## src/rtl/dtor_pkg.sv

```systemverilog
`timescale 1ns / 1ps

package dtor_pkg;

   // Width of the slot number carried in a result; larger tables report the low bits.
   localparam int SLOT_W = 5;

   // One sighting as it arrives on the request channel.
   typedef struct packed {
      logic [31:0]        device_hash;
      logic [47:0]        source_address;
      logic signed [7:0]  signal_strength;
      logic [31:0]        time_now;
   } req_type;

   // One result as it leaves on the response channel.
   typedef struct packed {
      logic [SLOT_W-1:0]  slot_index;
      logic               was_hit;
      logic               evicted_entry;
      logic [31:0]        sighting_count;
   } rsp_type;

   // One stored table entry. A hash of zero marks the entry as empty.
   typedef struct packed {
      logic [31:0]        device_hash;
      logic [47:0]        source_address;
      logic [31:0]        sighting_count;
      logic [31:0]        last_seen;
      logic signed [7:0]  signal_strength;
   } entry_type;

endpackage

```

## src/rtl/dtor_stream_if.sv

```systemverilog
`timescale 1ns / 1ps

interface dtor_stream_if #(
   parameter type payload_type = logic
) ();
   logic        valid;
   logic        ready;
   payload_type payload;

   modport source (output valid, output payload, input ready);
   modport sink (input valid, input payload, output ready);
endinterface

```

## src/rtl/device_table_oldest_replace.sv

```systemverilog
`timescale 1ns / 1ps

// Device sighting table with least-recently-seen replacement.
// The request channel (req_stream) carries one sighting per transfer: device hash,
// source address, signal strength and the current time. The response channel
// (rsp_stream) returns one transfer per sighting: the slot that was updated or
// allocated, whether the hash was already present, whether an occupied entry was
// replaced, and the entry's sighting count after the update.
// A sighting is handled by a sequencer that reads the table memory one entry per
// cycle and runs each entry through one shared match/empty/oldest compare stage.
// The scan stops at the first matching entry; a miss scans every entry. The block
// takes one sighting at a time: a new sighting is accepted only after the previous
// one has been written to the table.
// The result sits in an output register. If the receiver stalls, the next
// sighting is still taken and scanned, and its table write waits until the
// previous result has been transferred.
// Reset clears every entry at once through per-entry valid bits; an entry that
// was never written reads as all zero. No clearing pass is needed, and the block
// is ready as soon as reset is released.
module device_table_oldest_replace #(
   parameter int TABLE_ENTRIES = 32
) (
   input  logic          clock,
   input  logic          reset,
   dtor_stream_if.sink   req_stream,
   dtor_stream_if.source rsp_stream
);

   localparam int IDX_W = $clog2(TABLE_ENTRIES);
   localparam logic [IDX_W-1:0] LAST_IDX = IDX_W'(TABLE_ENTRIES - 1);

   typedef enum logic [1:0] {
      ST_IDLE,
      ST_SCAN,
      ST_WRITE
   } state_type;

   state_type            state_ff;
   dtor_pkg::req_type    req_ff;
   dtor_pkg::rsp_type    rsp_ff;
   logic                 rsp_valid_ff;

   // Scan sequencer: one read issued per cycle, processed in the next cycle.
   logic [IDX_W-1:0]     scan_idx_ff;
   logic                 issue_ff;
   logic [IDX_W-1:0]     proc_idx_ff;
   logic                 proc_vld_ff;

   // Running search results.
   logic                 have_empty_ff;
   logic [IDX_W-1:0]     empty_idx_ff;
   logic [IDX_W-1:0]     oldest_idx_ff;
   logic [31:0]          oldest_time_ff;

   // Decision carried into the write step.
   logic                 hit_ff;
   logic                 evict_ff;
   logic [IDX_W-1:0]     slot_ff;
   logic [31:0]          count_ff;

   // Table memory and its valid bits.
   dtor_pkg::entry_type  entry_mem [TABLE_ENTRIES];
   dtor_pkg::entry_type  rd_entry_ff;
   logic                 rd_valid_ff;
   logic [TABLE_ENTRIES-1:0] valid_ff;

   dtor_pkg::entry_type  entry_seen;
   dtor_pkg::entry_type  new_entry;
   logic                 is_match;
   logic                 is_empty;
   logic                 is_older;
   logic                 take_oldest;
   logic                 have_empty_now;
   logic [IDX_W-1:0]     empty_idx_now;
   logic [IDX_W-1:0]     oldest_idx_now;
   logic                 req_take;
   logic                 write_go;
   logic [IDX_W+dtor_pkg::SLOT_W-1:0] slot_wide;

   assign req_take = req_stream.valid && req_stream.ready;
   assign req_stream.ready = (state_ff == ST_IDLE);
   assign rsp_stream.valid = rsp_valid_ff;
   assign rsp_stream.payload = rsp_ff;

   // An entry that was never written since reset reads as all zero, i.e. empty.
   assign entry_seen = rd_valid_ff ? rd_entry_ff : '0;

   // The shared compare stage: hash match, empty test and last-seen compare.
   assign is_match = (entry_seen.device_hash == req_ff.device_hash);
   assign is_empty = (entry_seen.device_hash == '0);
   assign is_older = (entry_seen.last_seen < oldest_time_ff);
   // The first entry seeds the oldest search; later ones replace it only when
   // strictly older, which keeps the lowest index on ties.
   assign take_oldest = (proc_idx_ff == '0) || is_older;

   // Search results including the entry being processed this cycle.
   assign have_empty_now = have_empty_ff || is_empty;
   assign empty_idx_now  = have_empty_ff ? empty_idx_ff : proc_idx_ff;
   assign oldest_idx_now = take_oldest ? proc_idx_ff : oldest_idx_ff;

   // The write waits only for the output register to be free.
   assign write_go = (state_ff == ST_WRITE) && (!rsp_valid_ff || rsp_stream.ready);

   always_comb begin
      new_entry.device_hash     = req_ff.device_hash;
      new_entry.source_address  = req_ff.source_address;
      new_entry.sighting_count  = count_ff;
      new_entry.last_seen       = req_ff.time_now;
      new_entry.signal_strength = req_ff.signal_strength;
   end

   assign slot_wide = {{dtor_pkg::SLOT_W{1'b0}}, slot_ff};

   // Sequencer, search state and output register.
   always_ff @(posedge clock) begin
      if (reset) begin
         state_ff      <= ST_IDLE;
         rsp_valid_ff  <= 1'b0;
         issue_ff      <= 1'b0;
         proc_vld_ff   <= 1'b0;
         have_empty_ff <= 1'b0;
         hit_ff        <= 1'b0;
         evict_ff      <= 1'b0;
      end else begin
         if (rsp_valid_ff && rsp_stream.ready && !write_go) begin
            rsp_valid_ff <= 1'b0;
         end

         unique case (state_ff)
            ST_IDLE: begin
               if (req_take) begin
                  req_ff        <= req_stream.payload;
                  scan_idx_ff   <= '0;
                  issue_ff      <= 1'b1;
                  proc_vld_ff   <= 1'b0;
                  have_empty_ff <= 1'b0;
                  state_ff      <= ST_SCAN;
               end
            end

            ST_SCAN: begin
               proc_idx_ff <= scan_idx_ff;
               if (proc_vld_ff && is_match) begin
                  // Hit: the scan stops at this entry.
                  hit_ff      <= 1'b1;
                  evict_ff    <= 1'b0;
                  slot_ff     <= proc_idx_ff;
                  count_ff    <= entry_seen.sighting_count + 32'd1;
                  issue_ff    <= 1'b0;
                  proc_vld_ff <= 1'b0;
                  state_ff    <= ST_WRITE;
               end else begin
                  // The last read is issued in the cycle before the last entry is
                  // processed, so the processing valid falls on its own.
                  proc_vld_ff <= issue_ff;
                  if (issue_ff) begin
                     scan_idx_ff <= scan_idx_ff + 1'b1;
                     if (scan_idx_ff == LAST_IDX) begin
                        issue_ff <= 1'b0;
                     end
                  end
                  if (proc_vld_ff) begin
                     have_empty_ff <= have_empty_now;
                     empty_idx_ff  <= empty_idx_now;
                     if (take_oldest) begin
                        oldest_idx_ff  <= proc_idx_ff;
                        oldest_time_ff <= entry_seen.last_seen;
                     end
                     if (proc_idx_ff == LAST_IDX) begin
                        // Miss: lowest empty entry, else the oldest one.
                        hit_ff   <= 1'b0;
                        evict_ff <= !have_empty_now;
                        slot_ff  <= have_empty_now ? empty_idx_now : oldest_idx_now;
                        count_ff <= 32'd1;
                        state_ff <= ST_WRITE;
                     end
                  end
               end
            end

            ST_WRITE: begin
               if (write_go) begin
                  rsp_valid_ff          <= 1'b1;
                  rsp_ff.slot_index     <= slot_wide[dtor_pkg::SLOT_W-1:0];
                  rsp_ff.was_hit        <= hit_ff;
                  rsp_ff.evicted_entry  <= evict_ff;
                  rsp_ff.sighting_count <= count_ff;
                  state_ff              <= ST_IDLE;
               end
            end

            default: begin
               state_ff <= ST_IDLE;
            end
         endcase
      end
   end

   // Table memory: one read port driven by the scan counter, one write port.
   always_ff @(posedge clock) begin
      rd_entry_ff <= entry_mem[scan_idx_ff];
      if (write_go) begin
         entry_mem[slot_ff] <= new_entry;
      end
   end

   // Valid bits stand in for clearing the memory at reset.
   always_ff @(posedge clock) begin
      if (reset) begin
         valid_ff    <= '0;
         rd_valid_ff <= 1'b0;
      end else begin
         rd_valid_ff <= valid_ff[scan_idx_ff];
         if (write_go) begin
            valid_ff[slot_ff] <= 1'b1;
         end
      end
   end

`ifndef SYNTHESIS
   // A hit never replaces anything.
   assert property (@(posedge clock) disable iff (reset)
      rsp_valid_ff |-> !(rsp_ff.was_hit && rsp_ff.evicted_entry))
      else $error("result flags both hit and eviction");

   // An eviction happens only when every entry has been written.
   assert property (@(posedge clock) disable iff (reset)
      (state_ff == ST_WRITE && evict_ff) |-> (&valid_ff))
      else $error("eviction while the table still has unwritten entries");

   // The chosen slot always lies inside the table.
   assert property (@(posedge clock) disable iff (reset)
      (state_ff == ST_WRITE) |-> (slot_ff <= LAST_IDX))
      else $error("slot outside the table");

   // After a write the slot reads as valid.
   assert property (@(posedge clock) disable iff (reset)
      write_go |=> valid_ff[$past(slot_ff)])
      else $error("written slot not marked valid");

   // Entries are processed only while scanning.
   assert property (@(posedge clock) disable iff (reset)
      proc_vld_ff |-> (state_ff == ST_SCAN))
      else $error("entry processed outside the scan");
`endif

endmodule

```

## src/flat_wrapper.sv

```systemverilog
// flat-port wrapper written by rule: the top's interface ports become plain ports
module device_table_oldest_replace_flat 
#(
   parameter int TABLE_ENTRIES = 32
)
  (clock, reset, req_stream_valid, req_stream_payload, req_stream_ready, rsp_stream_valid, rsp_stream_payload, rsp_stream_ready);
  dtor_stream_if #(.payload_type(dtor_pkg::req_type)) req_stream_i ();
  dtor_stream_if #(.payload_type(dtor_pkg::rsp_type)) rsp_stream_i ();
  input  logic clock;
  input  logic reset;
  input wire logic [$bits(req_stream_i.valid)-1:0] req_stream_valid;
  input wire logic [$bits(req_stream_i.payload)-1:0] req_stream_payload;
  output wire logic [$bits(req_stream_i.ready)-1:0] req_stream_ready;
  output wire logic [$bits(rsp_stream_i.valid)-1:0] rsp_stream_valid;
  output wire logic [$bits(rsp_stream_i.payload)-1:0] rsp_stream_payload;
  input wire logic [$bits(rsp_stream_i.ready)-1:0] rsp_stream_ready;
  assign req_stream_i.valid = req_stream_valid;
  assign req_stream_i.payload = req_stream_payload;
  assign req_stream_ready = req_stream_i.ready;
  assign rsp_stream_valid = rsp_stream_i.valid;
  assign rsp_stream_payload = rsp_stream_i.payload;
  assign rsp_stream_i.ready = rsp_stream_ready;
  device_table_oldest_replace #(.TABLE_ENTRIES(TABLE_ENTRIES)) u_core (.clock(clock), .reset(reset), .req_stream(req_stream_i), .rsp_stream(rsp_stream_i));
endmodule
```

## config.mk

```make
export PLATFORM = sky130hd
export DESIGN_NAME = device_table_oldest_replace_flat
export DESIGN_NICKNAME = d
export VERILOG_FILES = /design/src/rtl/dtor_pkg.sv /design/src/rtl/dtor_stream_if.sv /design/src/rtl/device_table_oldest_replace.sv /design/src/flat_wrapper.sv
export SDC_FILE = /design/constraint.sdc
export NUM_CORES = 2
export LEC_CHECK = 0
export BUFFER_PORTS_ARGS = -buffer_cell sky130_fd_sc_hd__buf_4
export CAP_MARGIN = 15
export CORE_MARGIN = 5
export CORE_UTILIZATION = 48
export CTS_BUF_LIST = sky130_fd_sc_hd__clkbuf_8
export CTS_CLUSTER_DIAMETER = 120
export DETAILED_ROUTE_END_ITERATION = 8
export HOLD_SLACK_MARGIN = 0.05
export PLACE_DENSITY = 0.7
export SETUP_SLACK_MARGIN = 0.1
export SYNTH_ARGS = -nofsm -noshare
export SYNTH_HDL_FRONTEND = slang
export SYNTH_MEMORY_MAX_BITS = 65536
export SYNTH_SLANG_ARGS = --single-unit
export TNS_END_PERCENT = 10
```

## constraint.sdc

```tcl
create_clock -name clock -period 6.3 [get_ports clock]
set_input_delay 1.575 -clock clock [delete_from_list [all_inputs] [get_ports clock]]
set_output_delay 1.575 -clock clock [all_outputs]
set_load 0.05 [all_outputs]
```

==> results.cfg <==
[global_route]
grt_antenna_before_repair = 4
grt_max_degree = 120
grtUsageTotal_pct = 20.6
grt.overflow.total = 0
grt_pass1_wl_mm = 420
grt_pass1_vias = 61691

[sta]
min_period_ns = 4.19
hold_viol = 0
setup_tns_ns = 0
rsz0062_at_grt = false
finClkSkew_ns = 0.0725
postLayoutSetupSlackWorst_ns = 2.11
setup_violations = 0
max_freq_mhz = 239
hold_slack_ns = 0.468
slew_violations = 0
fin_crit_sh_pct = 66.5
worst_pin_slew_ns = 1.21
slew_headroom_pct = 19.4

[setup_path]
critPathKind = register to register
critPathMaxFanout = 43
worstPathArrival_ns = 4.82
required_ns = 6.94
ff2ff_setup_slack_ns = 2.11
end_kind = register
start_kind = register

[synthesis]
yosysWarnings = 0
yosys_most_used_dff = edfxtp_1
synth_nets = 5491
async_flop_share_pct = 0
synthCells = 5333
synth.distinct_cells = 55
syn_area_per_cell_sq_um = 24.1
ys_ff_latch = 3401
ys_seq_area_share_pct = 78.5
synth_edf_count = 3264
synth_area_sq_um = 128000

[layout]
areaGrowthSynthToFinish_pct = 12.6
fin_util_pct = 54.4
fin_nets = 6042
layout.cells.non_filler = 9831
drive_above_1_share_pct = 32.2
final_area_sq_um = 144000

[route]
wl_per_cell_microns = 29.4
antenna_left = 0
num_vias = 58607
drt_iter0_drc = 7211
drc = 0
first_pass_iters = 7
wirelength_mm = 289
viasPerCell = 5.96

[placement]
dp_hpwl_mm = 139
post_dp_cell_area_sq_um = 135000
io_buffers = 108
preCtsSetupSlack_ns = 1.56
placedCellCount = 8870
place.gp.congestion = 0.772

[cts]
cts_buffers = 538
postCtsSetupBuffers = 0
cts_tree = built
clock_path_buffers = 4
numClockSinks = 3401
htree_num_levels = 6
cts-root-buf = clkbuf_8
postCtsHoldBufs = 0
clk_pin_slew_worst_paths_ns = 0.06
insertion_delay_ns = 1.04
ctsResizeCount = 0

[die]
core_sq_um = 266000
die_y_microns = 527
num_io_pins = 165
initial_core_util_pct = 48.3
rows = 189
die_w_microns = 527
dieArea_sq_um = 278000

[power]
peakVddDrop_mv = 0.197
p_leak_nw = 42.0
power_density_nw_per_um2 = 315
power_mw = 45.6

[flow_run]
max_cap_viol_count = 0

[hold_path]
hold_class = register to register

[status]
outcome = completed
report_power, final:
part | leakage, nW | internal [mW] | switching (mW) | total, mW
clock | 5.73 | 8.77 | 8.40 | 17.2
combinational | 8.81 | 1.62 | 1.58 | 3.20
sequential | 27.5 | 24.9 | 0.311 | 25.2
total | 42.0 | 35.3 | 10.3 | 45.6
critical path, cell delays in order (launching register included):
cell and delay [ns]:
dfxtp_4 0.68, buf_4 0.59, nand3_1 0.14, a211oi_1 0.40, nor4b_2 0.81, nand3_1 0.40
a21oi_4 0.21, buf_4 0.49
metal layers:
layer,vias up,wire (microns),global-route usage [%]
li1,23980,-,-
met1,31374,114000,28.5
met2,2743,144000,33.9
met3,510,22100,3.54
met4,0,8900,6.83
met5,-,0,0
kinds of logic (layout without fill, tap and decap cells):
kind of cell,count (synthesis),in the layout,share of synthesized area (%)
AO/OA/AOI/OAI,100,100,0.502
XOR/XNOR,47,47,0.321
adder cells (fa/ha/maj),34,34,0.331
buffers and inverters,297,1256,1.00
flip-flops,3401,3401,78.5
multiplexers,1068,1068,17.9
other,0,6,0
AND/OR/NAND/NOR,386,386,1.47
cells in the mapped netlist, drive strengths merged, types with 2 or more instances:
cell / count / area share [%]
mux2i: 2 / 0.016
nor4bb: 5 / 0.039
xor2: 31 / 0.21
a21oi: 21 / 0.082
and3: 8 / 0.039
o21ai: 21 / 0.082
mux4: 970 / 17
xnor2: 16 / 0.11
nor2b: 8 / 0.039
nor4: 15 / 0.083
mux2: 96 / 0.84
clkbuf: 128 / 0.37
nand4b: 8 / 0.055
buf: 122 / 0.49
inv: 47 / 0.14
a31oi: 7 / 0.034
o221ai: 2 / 0.014
nand3b: 6 / 0.035
a211oi: 4 / 0.023
ha: 34 / 0.33
a22oi: 4 / 0.023
nand2b: 5 / 0.024
and2: 39 / 0.19
o32ai: 3 / 0.020
a2111oi: 2 / 0.014
o21a: 7 / 0.041
or3: 9 / 0.044
edfxtp: 3264 / 76
nand4: 16 / 0.078
a2bb2oi: 3 / 0.020
or2: 3 / 0.015
o22ai: 15 / 0.073
nand3: 35 / 0.14
nor2: 168 / 0.49
nor3: 10 / 0.039
dfxtp: 137 / 2.1
nand2: 49 / 0.14
a21o: 2 / 0.012
path summary, 6_finish.rpt:
| kind | start | to | cells after the start |
|---|---|---|---|
| max reg2reg | u_core.rd_valid_ff$_SDFF_PP0_ | u_core.count_ff[11]$_SDFFCE_PN0P_ | 7 |
| min reg2reg | u_core.hit_ff$_SDFFE_PP0P_ | u_core.rsp_stream.payload[33]$_DFFE_PP_ | 0 |
| max | u_core.rd_valid_ff$_SDFF_PP0_ | u_core.count_ff[11]$_SDFFCE_PN0P_ | 7 |
| min | u_core.hit_ff$_SDFFE_PP0P_ | u_core.rsp_stream.payload[33]$_DFFE_PP_ | 0 |
registers in the layout (all words and copies together) (netlist names), 2 cells and up:
name,flops
u_core.count_ff,32
u_core.empty_idx_ff,5
u_core.entry_mem,3072
u_core.new_entry,64
u_core.oldest_idx_ff,5
u_core.oldest_time_ff,32
u_core.proc_idx_ff,5
u_core.rd_entry_ff,96
u_core.rsp_stream.payload,39
u_core.scan_idx_ff,5
u_core.slot_ff,5
u_core.state_ff,2
u_core.valid_ff,32
cell type report:
class	instances	area [sq um]
fillers	19533	121000
flip-flops and latches	3401	101000
multi-input cells	1635	26600
clock buffers	567	7800
well taps	3533	4420
repair buffers	261	2760
clock inverters	381	1970
inverters	47	176
diodes	6	15.0
layout by cell type (no fill, tap or decap), types with 8 or more instances in the layout:
| cell type | instances |
|---|---|
| nand4_1 | 16 |
| nor3_1 | 10 |
| and2_1 | 39 |
| clkbuf_8 | 567 |
| and3_1 | 8 |
| a21oi_1 | 20 |
| inv_1 | 252 |
| mux2_2 | 96 |
| inv_6 | 12 |
| dfxtp_1 | 136 |
| xor2_1 | 31 |
| nand4b_1 | 8 |
| nor2_1 | 134 |
| o22ai_1 | 15 |
| xnor2_1 | 16 |
| nor2_4 | 34 |
| or3_1 | 9 |
| edfxtp_1 | 3264 |
| mux4_2 | 970 |
| o21ai_0 | 20 |
| nand3_1 | 35 |
| nand2_1 | 49 |
| buf_4 | 201 |
| bufinv_16 | 10 |
| clkinv_2 | 39 |
| buf_12 | 52 |
| clkinv_1 | 87 |
| ha_1 | 34 |
| clkinvlp_4 | 16 |
| nor4_1 | 13 |
| inv_8 | 8 |
No activity file was read; power rests on OpenSTA's default activity.
